===== src/rtl/ibds_div.sv =====
// Pipelined restoring divider, one quotient bit per stage, with sideband.
module ibds_div #(
    parameter int DW = 32,
    parameter int VW = 32,
    parameter int SW = 1
) (
    input  logic          i_clk,
    input  logic          i_rst_n,
    input  logic          i_en,
    input  logic          i_valid,
    input  logic [DW-1:0] i_dividend,
    input  logic [VW-1:0] i_divisor,
    input  logic [SW-1:0] i_side,
    output logic          o_valid,
    output logic [DW-1:0] o_quot,
    output logic [SW-1:0] o_side
);

    logic [DW-1:0] r_num  [DW];
    logic [VW-1:0] r_rem  [DW];
    logic [VW-1:0] r_den  [DW];
    logic [SW-1:0] r_side [DW];
    logic          r_v    [DW];

    for (genvar s = 0; s < DW; s++) begin : g_stage
        logic [DW-1:0] p_num;
        logic [VW-1:0] p_rem;
        logic [VW-1:0] p_den;
        logic [SW-1:0] p_side;
        logic          p_v;
        logic [VW:0]   trial;
        logic [VW:0]   diff;
        logic          ge;

        if (s == 0) begin : g_first
            assign p_num  = i_dividend;
            assign p_rem  = '0;
            assign p_den  = i_divisor;
            assign p_side = i_side;
            assign p_v    = i_valid;
        end else begin : g_next
            assign p_num  = r_num[s-1];
            assign p_rem  = r_rem[s-1];
            assign p_den  = r_den[s-1];
            assign p_side = r_side[s-1];
            assign p_v    = r_v[s-1];
        end

        assign trial = {p_rem, p_num[DW-1]};
        assign diff  = trial - {1'b0, p_den};
        assign ge    = trial >= {1'b0, p_den};

        always_ff @(posedge i_clk) begin
            if (!i_rst_n) begin
                r_v[s] <= 1'b0;
            end else if (i_en) begin
                r_v[s] <= p_v;
            end
        end

        always_ff @(posedge i_clk) begin
            if (i_en) begin
                r_num[s]  <= {p_num[DW-2:0], ge};
                r_rem[s]  <= ge ? diff[VW-1:0] : trial[VW-1:0];
                r_den[s]  <= p_den;
                r_side[s] <= p_side;
            end
        end
    end

    assign o_valid = r_v[DW-1];
    assign o_quot  = r_num[DW-1];
    assign o_side  = r_side[DW-1];

endmodule


===== config.mk =====
export PLATFORM = sky130hd
export DESIGN_NAME = ibds_div
export DESIGN_NICKNAME = d
export VERILOG_FILES = /design/src/rtl/ibds_div.sv
export SDC_FILE = /design/constraint.sdc
export NUM_CORES = 2
export LEC_CHECK = 0
export BUFFER_PORTS_ARGS = -buffer_cell sky130_fd_sc_hd__buf_2
export CAP_MARGIN = 15
export CORE_ASPECT_RATIO = 0.8
export CORE_UTILIZATION = 30
export DETAILED_ROUTE_END_ITERATION = 7
export HOLD_SLACK_MARGIN = 0.02
export SETUP_SLACK_MARGIN = 0.15
export SLEW_MARGIN = 20
export SYNTH_ARGS = -nofsm -noshare
export SYNTH_HDL_FRONTEND = slang
export SYNTH_SLANG_ARGS = --single-unit

===== constraint.sdc =====
create_clock -name i_clk -period 3.5 [get_ports i_clk]
set_clock_uncertainty 0.15 [all_clocks]
set_input_delay 0.35 -clock i_clk [delete_from_list [all_inputs] [get_ports i_clk]]
set_output_delay 0.35 -clock i_clk [all_outputs]
set_load 0.02 [all_outputs]

==> results.yml <==
pwr:
  clkPwrFrac_pct: 18.8
  switching_share_pct: 36.3
  power.internal_mw: 122
  power_frac_seq_pct: 30.4
  leakage_nw: 81.0
  ir_worst_vdd_mv: 0.527
  p_comb_share_pct: 50.8
  power_density_mw_per_mm2: 950
  p_sw_mw: 69.6
drt:
  viasPerCell: 4.83
  vias: 108000
  dr.first_iter.drc_count: 8462
  wirelength_um: 394000
  drc: 0
  post_drt_wl_per_cell_um: 17.6
  drt_first_pass_iters: 6
  antenna_left: 0
global_route:
  antenna_found_initial: 6
  grt_max_degree: 136
  grt-ovfl-total: 0
  grt_pass1_wl_um: 599000
  grt_pass1_vias: 103000
  track_usage_pct: 14.1
placement:
  portBuffers: 102
  placed_area_sq_mm: 0.177
  hpwl_um: 276000
  place.gp.congestion: 0.888
timing:
  setup_ws_ns: -0.203
  holdWs_ns: 0.115
  rsz0062_at_grt: "true"
  fin_crit_sh_pct: 106
  post-route-min-period_ns: 3.70
  finalHoldViolations: 0
  finalMaxSlewViolations: 0
  setup_viol: 166
  slew_headroom_pct: 43.1
  worst-slew-pin-transition_ns: 0.846
  fmax_mhz: 270
floorplanning:
  die_w_um: 812
  rows: 237
  start_util_pct: 30.2
  dieArea_sq_mm: 0.527
  ios: 103
  core_region_area_sq_mm: 0.522
  dieHeight_um: 650
cts:
  clk_latency_ns: 0.98
  clock-root-buffer: "clkbuf_16"
  htreeDepth: 5
  clkTransAtPathRegs_ns: 0.06
  clkSinkCount: 3072
  clockBufferDepth: 4
  cts_tree: "built"
  cts_inserted_buffers: 334
final_layout:
  drive_above_1_share_pct: 25.2
  syn2layout_area_growth_pct: 28.3
  nets: 16200
  final_cell_area_sq_mm: 0.202
  final_common_cell: "edfxtp_1"
  final_cell_mix: "edfxtp_1 (3071), buf_4 (1563), inv_1 (1229)"
setup_path:
  reg2reg_from: "r_rem[1][192]$_DFFE_PP_"
  start_kind: "flip-flop"
  max_stage_delay_ns: 0.44
  crit_chain: "ha_4 -> nor2b_4 -> o31a_1 -> o311a_1 -> o41a_4 -> a41o_4 -> a21oi_4 -> a221oi_2 -> o221ai_2 -> a21o_4 -> buf_6 -> buf_16 -> mux2_4"
  cp-end-kind: "flip-flop"
  cp.buffers_inverters: 2
  critical_path_required_ns: 4.08
  path_class: "flip-flop to flip-flop"
  crit_fanout: 7
  critPathSlowestCell: "edfxtp_1"
  worstPathArrival_ns: 4.28
  critical_path.top_delay_family: "compound AO/OA/AOI/OAI gates"
  crit_start: "r_rem[1][192]$_DFFE_PP_"
synthesis:
  muxShareOfSynthArea_pct: 2.95
  synth-seq-area-share_pct: 58.6
  synth_ff_type: "edfxtp_1"
  synth-seq-cells: 3072
  synth-async-reset-ratio_pct: 0
  synthDistinctLibCells: 114
  synth_area_sq_mm: 0.157
  synth-simple-area-share_pct: 8.32
  synth_adder_area_share_pct: 8.29
  syn_area_per_cell_sq_um: 12.1
  synth-xor-area-share_pct: 4.41
  synth.area.top_cells: "edfxtp_1 (59%), ha_1 (7.9%), a21oi_1 (3.2%), inv_1 (3.0%), o21ai_0 (2.6%)"
  syn-num-nets: 14100
  synth_top_area_cell: "edfxtp_1"
  yosys.area.top_type_share_pct: 58.6
  ys_warn_count: 0
  synth_top_family_by_area: "compound AO/OA/AOI/OAI gates"
  synth_compound_gate_area_share_pct: 13.4
  synth_edf_count: 3071
  syn_inst: 13000
run_status:
  outcome: "complete, but fails checks"
  violations: "negative setup slack"
worst_hold_path:
  hold_path_class: "input port to flip-flop"
  hp-start: "i_dividend[31]"
flow_run:
  drv_cap: 0
[cell families after synthesis]
kind of cell / count (synthesis)
AOI/OAI and AO/OA: 3334
DFF: 3072
and+or+nand+nor: 2754
buffers and inverters: 1605
adders and majority gates: 1024
xor gates and xnor gates: 793
muxes: 409
[timing repair]
action                                 4_1_cts  5_1_grt
setup endpoints to repair                  888      911
cloned                                      60       13
endpoints found under the hold margin      368        0
pin swaps                                  305      285
hold buffers                               133        0
resized for setup                         1009      660
setup buffers                              232      141
[through the flow]
stage | utilization, % | instances | total power, mW | setup TNS (ns) | setup slack, ns
after detailed placement | 34.0 | 21100 | 137 | -74.21 | -0.363
after global routing | 38.7 | 22300 | 203 | -46.98 | -0.331
after floorplan | - | 13000 | 109 | -1.25 | -0.0490
after global placement | 34.0 | 21100 | 136 | -57.76 | -0.343
after CTS | 37.8 | 22200 | 186 | -15.96 | -0.297
final | 38.7 | 22300 | 192 | -15.30 | -0.203
[cells in the mapped netlist (35+ instances only)]
cell / number
edfxtp_1: 3071
inv_1: 1269
a21oi_1: 998
ha_1: 994
nand2_1: 848
o21ai_0: 804
nor2_1: 703
a21o_1: 494
xnor2_1: 452
xor2_1: 341
mux2_2: 336
nand3_1: 240
clkbuf_1: 231
nand4_1: 162
nor3_1: 162
nor2b_1: 136
o21a_1: 133
nand2b_1: 124
o21bai_1: 109
a31oi_1: 106
and3_1: 106
a211oi_1: 85
o31ai_1: 78
buf_2: 68
o211ai_1: 57
a21boi_0: 52
or2_2: 50
mux2i_1: 43
nor4_1: 41
o31a_1: 37
and2_1: 35
[area by class of cell]
class                   instances  area [sq um]
multi-input cells            8314         65400
well taps                    6931          8670
flip-flops and latches       3072         92200
fillers                     49400        320000
diodes                          3          7.51
inverters                    1272          4790
clock buffers                 396          8740
repair buffers               2126         19700
clock inverters               205          2350
[sequential cells by signal, summed over array words and instances, names as in the netlist]
name and count:
r_num 1024, r_den 992, r_rem 992, r_side 32, r_v 32
[power by group through the flow]
| stage | Clock, mW | Combinational, mW | Sequential (mW) |
|---|---|---|---|
| after floorplan | 0 | 53.0 | 55.7 |
| after global placement | 0 | 77.5 | 58.8 |
| after detailed placement | 0 | 78.1 | 58.7 |
| after CTS | 37.2 | 90.3 | 58.3 |
| after global routing | 38.5 | 106 | 59.2 |
| final | 36.0 | 97.3 | 58.4 |
[worst min-delay path, delay by kind of cell]
kind	cells	cell delay (ns)
mux	1	0.12
buf+inv	3	0.66
[worst paths after layout]
path | endpoint | slack [ns] | cells after the start
worst min register to register | r_num[16][2]$_DFFE_PP_ | 0.24 | 0
worst max register to register | r_rem[1][240]$_DFFE_PP_ | -0.20 | 13
worst min-delay path | r_rem[0][0]$_DFFE_PP_ | 0.11 | 4
worst max-delay path | r_rem[1][240]$_DFFE_PP_ | -0.20 | 13
[routing by layer]
| layer | vias to the layer above | part of all wire [%] | GRT usage (%) |
|---|---|---|---|
| li1 | 52400 | - | - |
| met1 | 52200 | 49 | 21.4 |
| met2 | 2649 | 43 | 21.4 |
| met3 | 552 | 5.8 | 1.99 |
| met4 | 0 | 2.2 | 3.16 |
| met5 | - | 0 | 0 |
(Power assumes the default switching activity.)
